File: src/ac3_shp_pkg.sv
`timescale 1ns / 1ps
// Shared types, constants and decode tables for the AC-3 sync header probe.
// No dependencies.
package ac3_shp_pkg;

  localparam int          BUFFER_BYTES_DEF = 4096;
  localparam int          JOB_DEPTH_DEF    = 2;
  localparam logic [15:0] SYNC_MARK        = 16'h0B77;
  localparam logic [11:0] POS_MAX          = 12'hFFF;
  localparam logic [4:0]  RATE_CODES       = 5'd19;

  typedef enum logic [1:0] {
    ST_OK       = 2'd0,
    ST_NO_SYNC  = 2'd1,
    ST_BAD_CODE = 2'd2,
    ST_TRUNC    = 2'd3
  } status_t;

  typedef enum logic [2:0] {
    PH_SEARCH = 3'b001,
    PH_HEADER = 3'b010,
    PH_DONE   = 3'b100
  } phase_t;

  typedef struct packed {
    logic [7:0] data_byte;
    logic       last_byte;
  } in_word_t;

  typedef struct packed {
    logic [1:0]  status;
    logic [11:0] sync_offset;
    logic [15:0] sample_rate_hz;
    logic [9:0]  bitrate_kbps;
    logic [11:0] frame_bytes;
    logic [2:0]  channel_count;
  } out_word_t;

  // Classified buffer outcome handed from the parser to the decoder.
  typedef struct packed {
    status_t     kind;
    logic [11:0] sync_pos;
    logic [7:0]  rate_byte;
    logic [2:0]  acmod;
  } job_t;

  function automatic logic [9:0] bitrate_of(input logic [4:0] rc);
    logic [9:0] br;
    case (rc)
      5'd0:    br = 10'd32;
      5'd1:    br = 10'd40;
      5'd2:    br = 10'd48;
      5'd3:    br = 10'd56;
      5'd4:    br = 10'd64;
      5'd5:    br = 10'd80;
      5'd6:    br = 10'd96;
      5'd7:    br = 10'd112;
      5'd8:    br = 10'd128;
      5'd9:    br = 10'd160;
      5'd10:   br = 10'd192;
      5'd11:   br = 10'd224;
      5'd12:   br = 10'd256;
      5'd13:   br = 10'd320;
      5'd14:   br = 10'd384;
      5'd15:   br = 10'd448;
      5'd16:   br = 10'd512;
      5'd17:   br = 10'd576;
      5'd18:   br = 10'd640;
      default: br = 10'd0;
    endcase
    return br;
  endfunction

  // 16-bit words per frame at 44.1 kHz, before padding
  function automatic logic [10:0] words_441(input logic [4:0] rc);
    logic [10:0] w;
    case (rc)
      5'd0:    w = 11'd69;
      5'd1:    w = 11'd87;
      5'd2:    w = 11'd104;
      5'd3:    w = 11'd121;
      5'd4:    w = 11'd139;
      5'd5:    w = 11'd174;
      5'd6:    w = 11'd208;
      5'd7:    w = 11'd243;
      5'd8:    w = 11'd278;
      5'd9:    w = 11'd348;
      5'd10:   w = 11'd417;
      5'd11:   w = 11'd487;
      5'd12:   w = 11'd557;
      5'd13:   w = 11'd696;
      5'd14:   w = 11'd835;
      5'd15:   w = 11'd975;
      5'd16:   w = 11'd1114;
      5'd17:   w = 11'd1253;
      5'd18:   w = 11'd1393;
      default: w = 11'd0;
    endcase
    return w;
  endfunction

  // Full-band channels per acmod, already raised to at least two
  function automatic logic [2:0] channels_of(input logic [2:0] acmod);
    logic [2:0] ch;
    case (acmod)
      3'd0, 3'd1, 3'd2: ch = 3'd2;
      3'd3, 3'd4:       ch = 3'd3;
      3'd5, 3'd6:       ch = 3'd4;
      default:          ch = 3'd5;
    endcase
    return ch;
  endfunction

  function automatic out_word_t decode_job(input job_t job);
    out_word_t   res;
    logic [1:0]  fs;
    logic [4:0]  rc;
    logic [9:0]  br;
    logic [10:0] words;
    res = '0;
    fs  = job.rate_byte[7:6];
    rc  = job.rate_byte[5:1];
    br  = bitrate_of(rc);
    words = '0;
    if (job.kind != ST_OK) begin
      res.status = job.kind;
    end else if (fs == 2'd3 || rc inside {[RATE_CODES:5'd31]}) begin
      res.status = ST_BAD_CODE;
    end else begin
      case (fs)
        2'd0: begin
          res.sample_rate_hz = 16'd48000;
          words = {1'b0, br};
        end
        2'd1: begin
          res.sample_rate_hz = 16'd44100;
          words = words_441(rc) + {10'd0, job.rate_byte[0]};
        end
        default: begin
          res.sample_rate_hz = 16'd32000;
          words = 11'(12'(br) * 12'd3);
        end
      endcase
      if (fs == 2'd0) begin
        words = {br, 1'b0};
      end
      res.status        = ST_OK;
      res.sync_offset   = job.sync_pos;
      res.bitrate_kbps  = br;
      res.frame_bytes   = {words, 1'b0};
      res.channel_count = channels_of(job.acmod);
    end
    return res;
  endfunction

endpackage

File: src/ac3_shp_front.sv
`timescale 1ns / 1ps
// Byte parser: sync search, header capture and per-buffer outcome classification.
// Depends on ac3_shp_pkg.
module ac3_shp_front #(
  parameter int BUFFER_BYTES = ac3_shp_pkg::BUFFER_BYTES_DEF
) (
  input  logic                  clk,
  input  logic                  rst_n,
  input  logic                  byte_valid,
  input  ac3_shp_pkg::in_word_t byte_word,
  output logic                  job_push,
  output ac3_shp_pkg::job_t     job
);
  import ac3_shp_pkg::*;

  localparam logic [31:0] WIN_LIMIT = 32'(BUFFER_BYTES - 4);

  logic [15:0] shift_r, shift_nxt;
  logic [11:0] pos_r, pos_nxt;
  phase_t      phase_r, phase_nxt;
  logic [2:0]  hc_r, hc_nxt;
  logic [7:0]  rate_r, rate_nxt;
  logic [11:0] syncpos_r, syncpos_nxt;
  logic        in_window;

  assign in_window = {20'd0, pos_r} < WIN_LIMIT;

  always_comb begin
    shift_nxt   = shift_r;
    pos_nxt     = pos_r;
    phase_nxt   = phase_r;
    hc_nxt      = hc_r;
    rate_nxt    = rate_r;
    syncpos_nxt = syncpos_r;
    job_push    = 1'b0;
    job         = '0;
    if (byte_valid) begin
      case (phase_r)
        PH_SEARCH: begin
          shift_nxt = {shift_r[7:0], byte_word.data_byte};
          if (shift_nxt == SYNC_MARK && in_window) begin
            syncpos_nxt = pos_r;
            hc_nxt      = 3'd0;
            phase_nxt   = PH_HEADER;
          end
        end
        PH_HEADER: begin
          hc_nxt = hc_r + 3'd1;
          if (hc_nxt == 3'd3) begin
            rate_nxt = byte_word.data_byte;
          end
          if (hc_nxt >= 3'd5) begin
            job_push      = 1'b1;
            job.kind      = ST_OK;
            job.sync_pos  = syncpos_r;
            job.rate_byte = rate_r;
            job.acmod     = byte_word.data_byte[7:5];
            phase_nxt     = PH_DONE;
          end
        end
        default: ;
      endcase
      if (byte_word.last_byte) begin
        // close out the buffer if nothing was reported, then rearm
        if (!job_push && phase_nxt == PH_SEARCH) begin
          job_push = 1'b1;
          job.kind = ST_NO_SYNC;
        end else if (!job_push && phase_nxt == PH_HEADER) begin
          job_push = 1'b1;
          job.kind = ST_TRUNC;
        end
        shift_nxt   = '0;
        pos_nxt     = '0;
        phase_nxt   = PH_SEARCH;
        hc_nxt      = '0;
        rate_nxt    = '0;
        syncpos_nxt = '0;
      end else if (pos_r != POS_MAX) begin
        pos_nxt = pos_r + 12'd1;
      end
    end
  end

  always_ff @(posedge clk) begin
    if (!rst_n) begin
      shift_r   <= '0;
      pos_r     <= '0;
      phase_r   <= PH_SEARCH;
      hc_r      <= '0;
      rate_r    <= '0;
      syncpos_r <= '0;
    end else begin
      shift_r   <= shift_nxt;
      pos_r     <= pos_nxt;
      phase_r   <= phase_nxt;
      hc_r      <= hc_nxt;
      rate_r    <= rate_nxt;
      syncpos_r <= syncpos_nxt;
    end
  end

`ifndef SYNTH
  a_push_needs_byte: assert property (@(posedge clk) disable iff (!rst_n)
    job_push |-> byte_valid)
    else $error("job pushed without an accepted byte");
  a_rearm_on_last: assert property (@(posedge clk) disable iff (!rst_n)
    byte_valid && byte_word.last_byte |=> phase_r == PH_SEARCH && pos_r == 12'd0)
    else $error("parser did not rearm after last byte");
  a_header_count: assert property (@(posedge clk) disable iff (!rst_n)
    phase_r == PH_HEADER |-> hc_r <= 3'd4)
    else $error("header count ran past acmod byte");
`endif

endmodule

File: src/ac3_shp_fifo.sv
`timescale 1ns / 1ps
// Short job queue between parser and decoder.
// Depends on ac3_shp_pkg.
module ac3_shp_fifo #(
  parameter int DEPTH = ac3_shp_pkg::JOB_DEPTH_DEF
) (
  input  logic              clk,
  input  logic              rst_n,
  input  logic              push,
  input  ac3_shp_pkg::job_t push_job,
  output logic              full,
  input  logic              pop,
  output logic              empty,
  output ac3_shp_pkg::job_t head
);
  import ac3_shp_pkg::*;

  localparam int PW = (DEPTH > 1) ? $clog2(DEPTH) : 1;
  localparam int CW = $clog2(DEPTH + 1);
  localparam logic [PW-1:0] PTR_LAST = PW'(DEPTH - 1);
  localparam logic [CW-1:0] CNT_FULL = CW'(DEPTH);

  job_t          mem_r [DEPTH];
  logic [PW-1:0] wr_r, wr_nxt, rd_r, rd_nxt;
  logic [CW-1:0] cnt_r, cnt_nxt;
  logic          do_push, do_pop;

  assign full    = cnt_r == CNT_FULL;
  assign empty   = cnt_r == '0;
  assign do_push = push && !full;
  assign do_pop  = pop && !empty;
  assign head    = mem_r[rd_r];

  always_comb begin
    wr_nxt  = wr_r;
    rd_nxt  = rd_r;
    cnt_nxt = cnt_r;
    if (do_push) begin
      wr_nxt = (wr_r == PTR_LAST) ? '0 : wr_r + PW'(1);
    end
    if (do_pop) begin
      rd_nxt = (rd_r == PTR_LAST) ? '0 : rd_r + PW'(1);
    end
    if (do_push && !do_pop) begin
      cnt_nxt = cnt_r + CW'(1);
    end else if (do_pop && !do_push) begin
      cnt_nxt = cnt_r - CW'(1);
    end
  end

  always_ff @(posedge clk) begin
    if (do_push) begin
      mem_r[wr_r] <= push_job;
    end
  end

  always_ff @(posedge clk) begin
    if (!rst_n) begin
      wr_r  <= '0;
      rd_r  <= '0;
      cnt_r <= '0;
    end else begin
      wr_r  <= wr_nxt;
      rd_r  <= rd_nxt;
      cnt_r <= cnt_nxt;
    end
  end

endmodule

File: src/ac3_shp_back.sv
`timescale 1ns / 1ps
// Decoder: turns a queued job into a result word and holds it in the output register.
// Depends on ac3_shp_pkg.
module ac3_shp_back (
  input  logic                   clk,
  input  logic                   rst_n,
  input  logic                   job_empty,
  input  ac3_shp_pkg::job_t      job,
  output logic                   job_pop,
  output logic                   out_empty,
  input  logic                   out_pop,
  output ac3_shp_pkg::out_word_t out_data
);
  import ac3_shp_pkg::*;

  logic      valid_r, valid_nxt;
  out_word_t res_r;
  logic      taken;

  assign taken     = out_pop && valid_r;
  assign job_pop   = !job_empty && (!valid_r || out_pop);
  assign out_empty = !valid_r;
  assign out_data  = res_r;

  always_comb begin
    valid_nxt = valid_r;
    if (job_pop) begin
      valid_nxt = 1'b1;
    end else if (taken) begin
      valid_nxt = 1'b0;
    end
  end

  // load the next word when none is held or as the held one leaves
  always_ff @(posedge clk) begin
    if (job_pop) begin
      res_r <= decode_job(job);
    end
  end

  always_ff @(posedge clk) begin
    if (!rst_n) begin
      valid_r <= 1'b0;
    end else begin
      valid_r <= valid_nxt;
    end
  end

`ifndef SYNTH
  a_error_zero: assert property (@(posedge clk) disable iff (!rst_n)
    valid_r && res_r.status != ST_OK |-> res_r.sync_offset == '0 &&
      res_r.sample_rate_hz == '0 && res_r.bitrate_kbps == '0 &&
      res_r.frame_bytes == '0 && res_r.channel_count == '0)
    else $error("error word carries nonzero fields");
  a_ok_channels: assert property (@(posedge clk) disable iff (!rst_n)
    valid_r && res_r.status == ST_OK |-> res_r.channel_count >= 3'd2)
    else $error("channel count below two");
  a_no_overwrite: assert property (@(posedge clk) disable iff (!rst_n)
    valid_r && !out_pop |=> valid_r && $stable(res_r))
    else $error("held result word overwritten");
`endif

endmodule

File: src/ac3_sync_header_probe_core.sv
`timescale 1ns / 1ps
// Top level of the AC-3 sync header probe: parser, job queue and decoder.
// Depends on ac3_shp_pkg, ac3_shp_front, ac3_shp_fifo, ac3_shp_back.
//
//   channel | handshake          | word
//   --------+--------------------+----------------------------------------------
//   in      | in_push / in_full  | data_byte, last_byte
//   out     | out_pop / out_empty| status, offset, rate, bitrate, frame, chans
//
// One byte per cycle enters while in_full is low; the parser updates its state in that cycle.
// Once its deciding byte is taken, a buffer's result word is registered first
// in the job queue and then in the decoder's output register.
// Reset (rst_n low, synchronous) empties the queue and rearms the search.
// in_full follows the job queue (JOB_DEPTH entries); a stalled out side
// only stops input once the queue fills.
module ac3_sync_header_probe_core #(
  parameter int BUFFER_BYTES = ac3_shp_pkg::BUFFER_BYTES_DEF,
  parameter int JOB_DEPTH    = ac3_shp_pkg::JOB_DEPTH_DEF
) (
  input  logic                   clk,
  input  logic                   rst_n,
  input  logic                   in_push,
  output logic                   in_full,
  input  ac3_shp_pkg::in_word_t  in_data,
  output logic                   out_empty,
  input  logic                   out_pop,
  output ac3_shp_pkg::out_word_t out_data
);
  import ac3_shp_pkg::*;

  logic byte_valid;
  logic job_push, job_full, job_empty, job_pop;
  job_t push_job, head_job;

  assign in_full    = job_full;
  assign byte_valid = in_push && !job_full;

  ac3_shp_front #(
    .BUFFER_BYTES(BUFFER_BYTES)
  ) u_front (
    .clk       (clk),
    .rst_n     (rst_n),
    .byte_valid(byte_valid),
    .byte_word (in_data),
    .job_push  (job_push),
    .job       (push_job)
  );

  ac3_shp_fifo #(
    .DEPTH(JOB_DEPTH)
  ) u_fifo (
    .clk     (clk),
    .rst_n   (rst_n),
    .push    (job_push),
    .push_job(push_job),
    .full    (job_full),
    .pop     (job_pop),
    .empty   (job_empty),
    .head    (head_job)
  );

  ac3_shp_back u_back (
    .clk      (clk),
    .rst_n    (rst_n),
    .job_empty(job_empty),
    .job      (head_job),
    .job_pop  (job_pop),
    .out_empty(out_empty),
    .out_pop  (out_pop),
    .out_data (out_data)
  );

endmodule

File: config.mk
export PLATFORM = sky130hd
export DESIGN_NAME = ac3_sync_header_probe_core
export DESIGN_NICKNAME = d
export VERILOG_FILES = /design/src/ac3_shp_pkg.sv /design/src/ac3_shp_front.sv /design/src/ac3_shp_fifo.sv /design/src/ac3_shp_back.sv /design/src/ac3_sync_header_probe_core.sv
export SDC_FILE = /design/constraint.sdc
export NUM_CORES = 1
export LEC_CHECK = 0
export BUFFER_PORTS_ARGS = -buffer_cell sky130_fd_sc_hd__buf_4
export CAP_MARGIN = 20
export CORE_MARGIN = 8
export CORE_UTILIZATION = 36
export DETAILED_ROUTE_END_ITERATION = 8
export HOLD_SLACK_MARGIN = 0.12
export SETUP_SLACK_MARGIN = 0.3
export SYNTH_ARGS = -nofsm -noshare
export SYNTH_HDL_FRONTEND = slang
export SYNTH_HIERARCHICAL = 1
export SYNTH_SLANG_ARGS = --single-unit
File: constraint.sdc
create_clock -name clk -period 8.65 [get_ports clk]
set_input_delay 0.4325 -clock clk [delete_from_list [all_inputs] [get_ports clk]]
set_output_delay 0.4325 -clock clk [all_outputs]
set_load 0.02 [all_outputs]
Word-level counts from Yosys, hierarchy flattened

Memories as Yosys holds them, arrays and structs flattened. A register that Yosys moved wholly into a read port is not among the register bits.
Index checks and enable logic that the tools add are counted.

$lt $le $gt $ge: 4
Eq/ne operators: 17
Reduce and logical (&&, ||, !) cells: 41
Multipliers: 1
Mux-type cells: 52
Add/subtract/negate cells: 7

Operator list:

| kind                    | number |
|---|---|
| $mux W11                | 6 |
| $mux W12                | 5 |
| $mux W25                | 2 |
| $mux W8                 | 5 |
| $pmux W16 S2            | 1 |
| $mux W23                | 1 |
| $mux W3                 | 6 |
| $eq A16 B12 Y1 const B  | 1 |
| $reduce_bool A2 Y1      | 8 |
| $eq A3 B2 Y1 const B    | 5 |
| $mux W1                 | 15 |
| $mux W2                 | 7 |
| $add A12 B1 Y12 const B | 1 |
| $lt A12 B12 Y1 const B  | 1 |
| $ne A12 B12 Y1 const B  | 1 |
| $pmux W3 S2             | 2 |
| $add A11 B1 Y11         | 1 |
| $logic_and A1 B1 Y1     | 11 |
| $mul A10 B2 Y11 const B | 1 |
| $mux W10                | 1 |
| $eq A3 B1 Y1 const B    | 3 |
| $eq A3 B3 Y1 const B    | 3 |
| $pmux W3 S3             | 1 |
| $reduce_and A3 Y1       | 3 |
| other kinds (18)        | 31 |

Output and inout bits: 57
Word-level logic and storage cells: 143
Register bits after elaboration: 106
Bits of input ports: 13
Memories: 3
Memory bits (writable): 50
Memory bits (read-only): 576

Memory list:

| name            | words | bits a word | rd ports | clocked after memory_dff | write ports | RTL line           | source |
|---|---|---|---|---|---|---|---|
| (no name shown) | 32    | 11          | 1        | 0                        | 0           | ac3_shp_pkg.sv:77  | `case (rc)` |
| (no name shown) | 32    | 7           | 1        | 0                        | 0           | ac3_shp_pkg.sv:49  | `case (rc)` |
| u_fifo.mem_r    | 2     | 25          | 1        | 1                        | 1           | ac3_shp_fifo.sv:23 | `job_t mem_r [DEPTH];` |

Logic depth before layout (Yosys ltp)

Gate-level depths: netlist of run 1.

Depth in word-level cells: 16
Mapped depth: 16
Mapped depth without buffers: 14

Hierarchy

The synthesis of run 1 kept the hierarchy.

By module, submodules not included:

| module                     | cells an instance | area each (sq um) | times used |
|---|---|---|---|
| ac3_shp_back               | 274               | 2899.0            | 1 |
| ac3_shp_front              | 241               | 2279.7            | 1 |
| ac3_shp_fifo               | 103               | 2037.0            | 1 |
| ac3_sync_header_probe_core | 1                 | 13.8              | 1 |

Worst setup path after synthesis of run 1

No wires, ideal clock.

Path type: input -> register
Start point: in out_pop
End point: reg u_fifo.cnt_r[1]
Stages: 6
Arrival: 3705 ps
Path buffers: 0
Slack: 4875 ps
Required time: 8580 ps
Cell sequence: nand2b_1 -> nor2b_1 -> o21ai_1 -> ha_1 -> or3_1 -> a21boi_1

Longest elaborated chain between the ends: 6
Elaborated cells between the ends (all ways): 8
Classes of those cells: mux: 1; reduce/logical: 7

RTL lines:

| item                                          | RTL line                         | source |
|---|---|---|
| from (decl)                                   | ac3_sync_header_probe_core.sv:26 | `input logic out_pop,` |
| $logic_or A1 B1 Y1 *                          | ac3_shp_back.sv:21               | `assign job_pop = !job_empty && (!valid_r \|\| out_pop);` |
| $logic_and A1 B1 Y1 *                         | ac3_shp_back.sv:21               |  |
| named net job_pop                             | ac3_sync_header_probe_core.sv:32 | `logic job_push, job_full, job_empty, job_pop;` |
| $logic_and A1 B1 Y1 *                         | ac3_shp_fifo.sv:31               | `assign do_pop = pop && !empty;` |
| $logic_not A1 Y1                              | ac3_shp_fifo.sv:44               | `if (do_push && !do_pop) begin` |
| $logic_and A1 B1 Y1                           | ac3_shp_fifo.sv:44               |  |
| $mux W2 or $reduce_bool A2 Y1 (tied branches) | --                               |  |
| to (signal assigned)                          | ac3_shp_fifo.sv:65               | `cnt_r <= cnt_nxt;` |
| to (decl)                                     | ac3_shp_fifo.sv:25               | `logic [CW-1:0] cnt_r, cnt_nxt;` |

Mark *: on every way through the listed nets, which the timed path passes. The rest lies on a longest branch.
A chain may end at the register's enable or synchronous reset.

==> flow_summary.ini, run 1 <==
[outcome]
status = complete, no violations

[logic_synthesis]
syn_area_sq_mm = 0.00723
ys_warn_count = 6
ys.flop_type = edfxtp_1
async_flop_share = 0
synth_seq_cells = 144
syn_avg_cell_area_sq_um = 11.7
synth_cells = 619
synth.distinct_cells = 88
synth-seq-area-share = 0.526
synth_edf_count = 92

[pwr]
swShare = 0.347
combPwrFrac = 0.362
p_clk_frac = 0.285
p_int_mw = 1.77
power_mw = 2.71
power_density_mw_per_mm2 = 317
leakage_nw = 3.21
seq_power_share = 0.353
p_sw_mw = 0.938
ir_drop_mv = 0.135

[timing]
maxSlewViolCount = 0
setup_viol = 0
max_freq_mhz = 267
finalSetupTns_ps = 0
rsz0062_at_grt = no
slew_headroom = 0.502
finalWorstSetupSlack_ps = 4910
holdWs_ps = 296
fin_skew_ps = 13.6
tightest_slew_ps = 748
final.min_clock_period_ps = 3740
fin_crit_sh = 0.433
finalHoldViolCount = 0

[routing]
wl_um = 15400
wl_per_cell_um = 16.1
num_vias = 4927
firstDrtPassIters = 4
vias_per_cell = 5.16
drt_iter0_drc = 236
ant_nets = 0
drc = 0

[placement]
port_buffers = 60
gp_congestion = 0.847
dpl.cell_count = 921
dp_hpwl_um = 10900
pre_cts_ws_ps = 4390

[die]
die_w_um = 158
dieArea_sq_mm = 0.0249
die_y_um = 158
coreArea_sq_mm = 0.0200
start_util = 0.362
ios = 70
rows = 52

[worst_hold_path]
min_path_type = primary input to register

[setup_path]
start_kind = register
crit_arrival_ps = 3910
cp_data_required_time_ps = 8820
path_class = register to register
cp_max_fo = 20
critPathCaptureType = register

[cts]
cts_buffer_depth = 2
cts_resized = 0
cts_tree = done
clk_pin_slew_ps = 60
post_cts_buffers = 0
root_buffer = clkbuf_16
tritoncts.num_buffers = 17
ctsHoldBuffers = 0
htree_levels = 4
clk_latency_ps = 420
cts.sinks = 144

[global_routing]
grt_antenna_before_repair = 0
grt_use_total = 0.127
globalRouteOverflowTotal = 0
grt_pass1_vias = 4892
grt_max_degree = 44
grt_pass1_wl_um = 24900

[flow_run]
max_cap_viol_count = 0

[cells_and_area]
final_cell_mix = edfxtp_1 (92), buf_4 (66), dfxtp_1 (52)
drive_gt1_frac = 0.221
num_antenna_cells = 0
instances_no_fill = 954
regArea_sq_mm = 0.00380
multi_input_area_sq_mm = 0.00314
nFillCells = 1895
nets = 707
area_growth_pct = 18.1
mostFrequentLayoutCell = edfxtp_1
[state kept, by name, indices dropped and copies added (netlist names), 3 cells and up, named ones only]
register / flops
u_front/hc_r: 3
u_fifo/mem_r: 50
u_back/out_data: 42
u_front/syncpos_r: 12
u_front/phase_r: 3
u_front/pos_r: 12
u_front/shift_r: 8
u_front/rate_r: 8
[layout make-up]
type,count,share of cell area
Clock buffer,21,0.0564
Clock inverter,11,0.0180
Inverter,19,0.00835
Multi-Input combinational cell,421,0.368
Sequential cell,144,0.445
Tap cell,270,0.0396
Timing Repair Buffer,68,0.0645
[worst paths after layout]
check	from	end	slack, ps	depth (start not counted)
worst max-delay path	register	u_back/out_data[14]	4910	12
worst min-delay path	in_data[1]	u_front/rate_r[0]	300	3
worst max register to register	register	u_back/out_data[14]	4910	12
worst min register to register	u_front/syncpos_r[9]	u_front/syncpos_r[9]	470	1
[Yosys cell counts (all sizes together), types with 5 or more instances]
cell type  count  area share
buf           28       0.028
a211oi         6      0.0076
nand2         24       0.013
and3          24       0.021
nor2          29       0.015
mux2          27       0.042
nor2b         23       0.021
or3            9      0.0078
o31ai          9      0.0093
nand4          6      0.0073
nand3          8      0.0055
clkbuf        15      0.0081
o21ai         19       0.014
ha            22       0.038
nor3          10       0.011
a22oi         18       0.019
xor2           5      0.0061
dfxtp         52        0.14
inv           19      0.0099
o22ai          5      0.0043
and2          31       0.027
a21oi         26       0.018
a22o          13       0.016
xnor2          7      0.0085
nand2b        14       0.013
edfxtp        92        0.38
[metal layers]
metal / vias to the layer above / wire length, um / track usage
met5: - / 0 / 0
met4: 0 / 261 / 0.0499
met3: 19 / 651 / 0.0369
met2: 99 / 7440 / 0.209
met1: 2393 / 7030 / 0.154
li1: 2416 / - / -
[cell families after synthesis]
family | after synthesis | synth area share
flops | 144 | 0.526
other cells | 1 | 0.000519
buf+inv | 62 | 0.0457
mux | 31 | 0.0476
fa+ha+maj | 23 | 0.0408
compound gates | 136 | 0.142
simple gates | 210 | 0.183
xor+xnor | 12 | 0.0145
[per-stage QoR]
stage	cell area, sq um	utilization
2_1_floorplan	7260	-
3_3_place_gp	7850	0.393
3_5_place_dp	7880	0.394
4_1_cts	8510	0.426
5_1_grt	8540	0.427
6_report	8540	0.427
[power groups by stage]
stage               combinational, mW  clock, mW  sequential (mW)
finish                          0.979      0.770            0.955
global route                     1.06      0.815            0.974
CTS                             0.968      0.792            0.969
detailed placement              0.965          0            0.982
global placement                0.951          0            0.980
floorplan                       0.573          0             1.08
[critical path: stages (launching register included)]
cell,delay (ps)
dfxtp_1,530
buf_16,210
mux2_2,450
inv_1,230
ha_1,330
o21ai_0,160
o21ai_0,110
o2bb2ai_1,140
ha_1,190
ha_1,280
o211ai_2,200
o31ai_1,330
mux2_1,350
No activity file was read; power rests on OpenSTA's default activity.
==> run 2: changes to the inputs <==
==> constraint.sdc (replaced) <==
create_clock -name clk -period 3.6 [get_ports clk]
set_input_delay 0.18 -clock clk [delete_from_list [all_inputs] [get_ports clk]]
set_output_delay 0.18 -clock clk [all_outputs]
set_load 0.02 [all_outputs]
==> run 2 against run 1 <==
  * Hold slack got worse by 140 ps
  * Count of clock-buffer cells in the layout is 3 lower
  * Setup slack got worse by 4500 ps
  * Non-clock buffer count increased by 25
  * Design area grew 1.8%
  * Via count rose by 2.2%
  * Wire length is 2.6% higher
  * Combinational power grew to 2.5 times the previous value
  * Global-route usage up 0.21 points
  * Largest power group unchanged
  * Sequential share of layout area is 0.75 points lower
  * Register-to-register slack lost 4500 ps
  * Flip-flop and latch count unchanged
  * Critical path type unchanged
==> flow_summary.ini, run 2 (synthesis results as in run 1) <==
[cells_and_area]
final_cell_mix = edfxtp_1 (92), buf_4 (84), dfxtp_1 (51)
largest_register = u_fifo/mem_r
mostFrequentLayoutCell = edfxtp_1
nets = 732
num_antenna_cells = 0
area_growth_pct = 20.2
instances_no_fill = 979
largest_register_ffs = 50
drive_gt1_frac = 0.254

[cts]
htree_levels = 4
cts.sinks = 144
cts_tree = done
clk_pin_slew_ps = 60
clk_latency_ps = 420
cts_buffer_depth = 2
root_buffer = clkbuf_16
tritoncts.num_buffers = 17

[global_routing]
grt_antenna_before_repair = 0
grt_use_total = 0.129
grt_max_degree = 43
grt_pass1_wl_um = 25500
globalRouteOverflowTotal = 0
grt_pass1_vias = 5064

[die]
start_util = 0.362
ios = 70
coreArea_sq_mm = 0.0200
die_y_um = 158
die_w_um = 158
rows = 52
dieArea_sq_mm = 0.0249

[setup_path]
path_class = register to register
cp_data_required_time_ps = 3760
cp_max_fo = 7
crit_arrival_ps = 3310
cpPeakStageDelay_ps = 390
cp_num_buf_inv = 3
start_kind = register
crit_slowest_cell = dfxtp_4
path_cells = mux2_2, buf_4, inv_1, nor3_1, o32a_1, inv_2, ha_1, a21o_1, a21oi_2, nor2b_1, o211ai_1, o31ai_2, mux2_1
path_delay_family = compound AO/OA/AOI/OAI gates
critPathCaptureType = register

[placement]
port_buffers = 60
dpl.cell_count = 933
dp_hpwl_um = 11200
gp_congestion = 0.844

[timing]
fin_skew_ps = 6.79
setup_viol = 0
rsz0062_at_grt = no
maxSlewViolCount = 0
finalSetupTns_ps = 0
final.min_clock_period_ps = 3150
slew_headroom = 0.511
tightest_slew_ps = 734
max_freq_mhz = 317
fin_crit_sh = 0.876
finalHoldViolCount = 0

[pwr]
leakage_nw = 3.28
ir_drop_mv = 0.370
power_mw = 6.43
power_density_mw_per_mm2 = 740

[worst_hold_path]
min_path_type = primary input to register

[outcome]
status = complete, no violations

[routing]
drt_iter0_drc = 277
vias_per_cell = 5.14
wl_um = 15800
ant_nets = 0
firstDrtPassIters = 4
wl_per_cell_um = 16.1
num_vias = 5033
drc = 0

[flow_run]
max_cap_viol_count = 0
## run 2: changes by cell type in the layout (fill, tap and decap cells not counted), sizes merged
cell	change
clkbuf	-3
clkinvlp	+2
buf	+16
dlygate4sd3	+9
clkinv	-1
inv	+4
bufinv	-2
## run 2: what timing repair did
| item | CTS | global route |
|---|---|---|
| resized for setup | 2 | 16 |
| setup buffers | 0 | 5 |
| hold buffers | 9 | 0 |
| endpoints found under the hold margin | 19 | 0 |
| pin swaps | 0 | 4 |
| setup endpoints to repair | 2 | 6 |
## run 2: power by group
part | internal (mW) | total (mW) | leakage [nW] | switching, mW
Combinational | 0.973 | 2.47 | 1.75 | 1.50
Sequential | 2.19 | 2.30 | 1.26 | 0.119
Clock | 0.959 | 1.65 | 0.266 | 0.693
Total | 4.12 | 6.43 | 3.28 | 2.31
## run 2: routing by layer
metal | GRT usage | routed length [um] | vias up
met5 | 0 | 0 | -
met4 | 0.0394 | 278 | 0
met3 | 0.0339 | 697 | 26
met2 | 0.219 | 7730 | 110
met1 | 0.157 | 7070 | 2439
li1 | - | - | 2458
## run 2: final cells by class
| class | count | area (sq um) |
|---|---|---|
| Fill cell | 1872 | 11300 |
| Sequential cell | 144 | 3810 |
| Multi-Input combinational cell | 421 | 3190 |
| Timing Repair Buffer | 93 | 721 |
| Clock buffer | 18 | 429 |
| Tap cell | 270 | 338 |
| Clock inverter | 14 | 131 |
| Inverter | 19 | 71.3 |
## run 2: worst register-to-register path, stage by stage (launching register included)
cell and delay (ps):
dfxtp_4 390, mux2_2 390, buf_4 170, inv_1 70, nor3_1 50, o32a_1 390, inv_2 120, ha_1 280
a21o_1 210, a21oi_2 170, nor2b_1 60, o211ai_1 180, o31ai_2 100, mux2_1 320
## run 2: stage by stage
stage | setup WS, ps | cell area, sq um | util | hold slack [ps]
after floorplan | 310 | 7270 | - | 298
after global placement | 330 | 7950 | 0.398 | 451
after detailed placement | 199 | 7950 | 0.398 | 451
after CTS | 310 | 8600 | 0.431 | 138
after global routing | 281 | 8690 | 0.435 | 161
final | 447 | 8690 | 0.435 | 158
## run 2: path summary, 6_finish.rpt
path	cells past startpoint	to	start	slack [ps]
max reg2reg	13	u_back/out_data[14]	register	450
max	13	u_back/out_data[14]	register	450
min reg2reg	1	u_front/syncpos_r[8]	u_front/syncpos_r[8]	470
min	2	u_fifo/wr_r	rst_n	160
==> run 3: changes to the inputs <==
==> constraint.sdc (replaced) <==
create_clock -name clk -period 3.9 [get_ports clk]
set_input_delay 0.195 -clock clk [delete_from_list [all_inputs] [get_ports clk]]
set_output_delay 0.195 -clock clk [all_outputs]
set_load 0.02 [all_outputs]
==> run 3 against run 2 <==
  * Die area stayed put
  * Clock skew is 1.3 ps higher
  * Clock power is 5% lower
  * Wire length is 1.6% lower
  * Via count is 0.95% lower
  * Setup slack better by 45 ps
  * Critical path type unchanged
==> flow_summary.ini, run 3 (synthesis results as in run 1) <==
[global_routing]
grt_use_total = 0.128
grt_pass1_wl_um = 25300
grt_max_degree = 44
grtUsageMet1 = 0.160
gr-usage-met3 = 0.0319
busiest_layer = met2
globalRouteOverflowTotal = 0
grt_antenna_before_repair = 0
grt_pass1_vias = 4994
met2_usage = 0.208

[routing]
ant_nets = 0
drc = 0
num_vias = 4985
vias_per_cell = 5.16
drt_iter0_drc = 268
wl_um = 15500
wl_per_cell_um = 16.1
firstDrtPassIters = 5

[cells_and_area]
area_growth_pct = 18.5
nFillCells = 1864
drive_gt1_frac = 0.227
regArea_sq_mm = 0.00380
instances_no_fill = 966
num_antenna_cells = 0
mostFrequentLayoutCell = edfxtp_1
largest_register = u_fifo/mem_r
largest_register_ffs = 50
nets = 720
final_cell_mix = edfxtp_1 (92), buf_4 (71), dfxtp_1 (51)
multi_input_area_sq_mm = 0.00315

[die]
dieArea_sq_mm = 0.0249
rows = 52
die_y_um = 158
coreArea_sq_mm = 0.0200
ios = 70
start_util = 0.362
die_w_um = 158

[placement]
gp_congestion = 0.809
port_buffers = 60
dpl.cell_count = 926
dp_hpwl_um = 10900

[setup_path]
path_cells = mux2_2, ha_1, nand2_1, o32a_1, inv_1, ha_1, a21o_1, a21oi_1, nor2b_1, o211ai_1, o31ai_1, mux2_1
critPathCaptureType = register
path_common_cell = ha_1
cp_max_fo = 11
ff2ff_path_depth = 12
crit_slowest_cell = mux2_2
cpPeakStageDelay_ps = 470
r2r_end = u_back/out_data[14]
cp_num_buf_inv = 1
cp_data_required_time_ps = 4050
crit_arrival_ps = 3560
start_kind = register
rrSetupSlack_ps = 490
path_delay_family = compound AO/OA/AOI/OAI gates
path_class = register to register

[cts]
cts_buffer_depth = 2
cts_tree = done
cts.sinks = 144
post_cts_buffers = 0
htree_levels = 4
clk_latency_ps = 420
tritoncts.num_buffers = 17
clk_pin_slew_ps = 60
root_buffer = clkbuf_16

[worst_hold_path]
hold_path.startpoint = rst_n
min_path_type = primary input to register
min_to = u_front/phase_r[1]
whs_path_depth = 2

[pwr]
seq_power_share = 0.360
combPwrFrac = 0.373
leakage_nw = 3.22
p_int_mw = 3.79
swShare = 0.357
p_sw_mw = 2.10
power_density_mw_per_mm2 = 688
ir_drop_mv = 0.357
p_clk_frac = 0.267

[timing]
final.min_clock_period_ps = 3410
slew_headroom = 0.523
fin_skew_ps = 8.05
holdWs_ps = 172
maxSlewViolCount = 0
max_freq_mhz = 293
tightest_slew_ps = 715
finalSetupTns_ps = 0
rsz0062_at_grt = yes
setup_viol = 0
fin_crit_sh = 0.874
finalHoldViolCount = 0

[outcome]
status = complete, no violations

[flow_run]
max_cap_viol_count = 0
[run 3: cell types whose count changed in the layout (fill, tap and decap cells not counted), moves of 3 or more]
cell	previous run	this run
buf_4	84	71
clkinv_4	3	0
ha_1	19	22
clkinv_2	1	4
[run 3: worst register-to-register path, cell delays in order (launching register included)]
cell      delay (ps)
dfxtp_2          400
mux2_2           470
ha_1             300
nand2_1          120
o32a_1           290
inv_1            130
ha_1             360
a21o_1           200
a21oi_1          210
nor2b_1           70
o211ai_1         160
o31ai_1          110
mux2_1           330
[run 3: worst max path at each step]
stage,start,end,slack (ps),cells after the start
after floorplan,register,u_back/out_data[14],480,15
after global placement,register,u_back/out_data[14],460,10
after detailed placement,register,u_back/out_data[13],330,10
after CTS,register,u_back/out_data[13],310,10
after global routing,register,u_back/out_data[13],300,12
final,register,u_back/out_data[14],490,12
[run 3: cell type report]
| class | count | share of cell area |
|---|---|---|
| inverters | 19 | 0.00832 |
| multi-input cells | 421 | 0.368 |
| clock inverters | 13 | 0.0161 |
| repair buffers | 81 | 0.0740 |
| clock buffers | 18 | 0.0501 |
| flip-flops and latches | 144 | 0.444 |
| well taps | 270 | 0.0394 |
[run 3: power by group through the flow]
stage | registers [mW] | clock network, mW | logic (mW)
after detailed placement | 2.15 | 0 | 2.18
after global placement | 2.14 | 0 | 2.16
after global routing | 2.16 | 1.67 | 2.38
after floorplan | 2.38 | 0 | 1.27
after CTS | 2.13 | 1.61 | 2.20
final | 2.12 | 1.57 | 2.20
[run 3: what timing repair did]
item                       in CTS  in global routing
resized for setup               0                  7
hold endpoints to repair       17                  0
hold buffers                    9                  0
setup endpoints to repair       0                  3
[run 3: routing by layer]
| metal | vias to the layer above | wire, um |
|---|---|---|
| met1 | 2406 | 7160 |
| li1 | 2441 | - |
| met5 | - | 0 |
| met4 | 0 | 289 |
| met3 | 22 | 738 |
| met2 | 116 | 7340 |
[run 3: metrics by stage]
stage	util	power (mW)	cell area [sq um]	setup WS (ps)
final	0.429	5.89	8570	492
after global routing	0.429	6.21	8570	298
after CTS	0.428	5.94	8550	308
after detailed placement	0.395	4.33	7890	332
after global placement	0.395	4.30	7890	464
after floorplan	-	3.66	7260	477
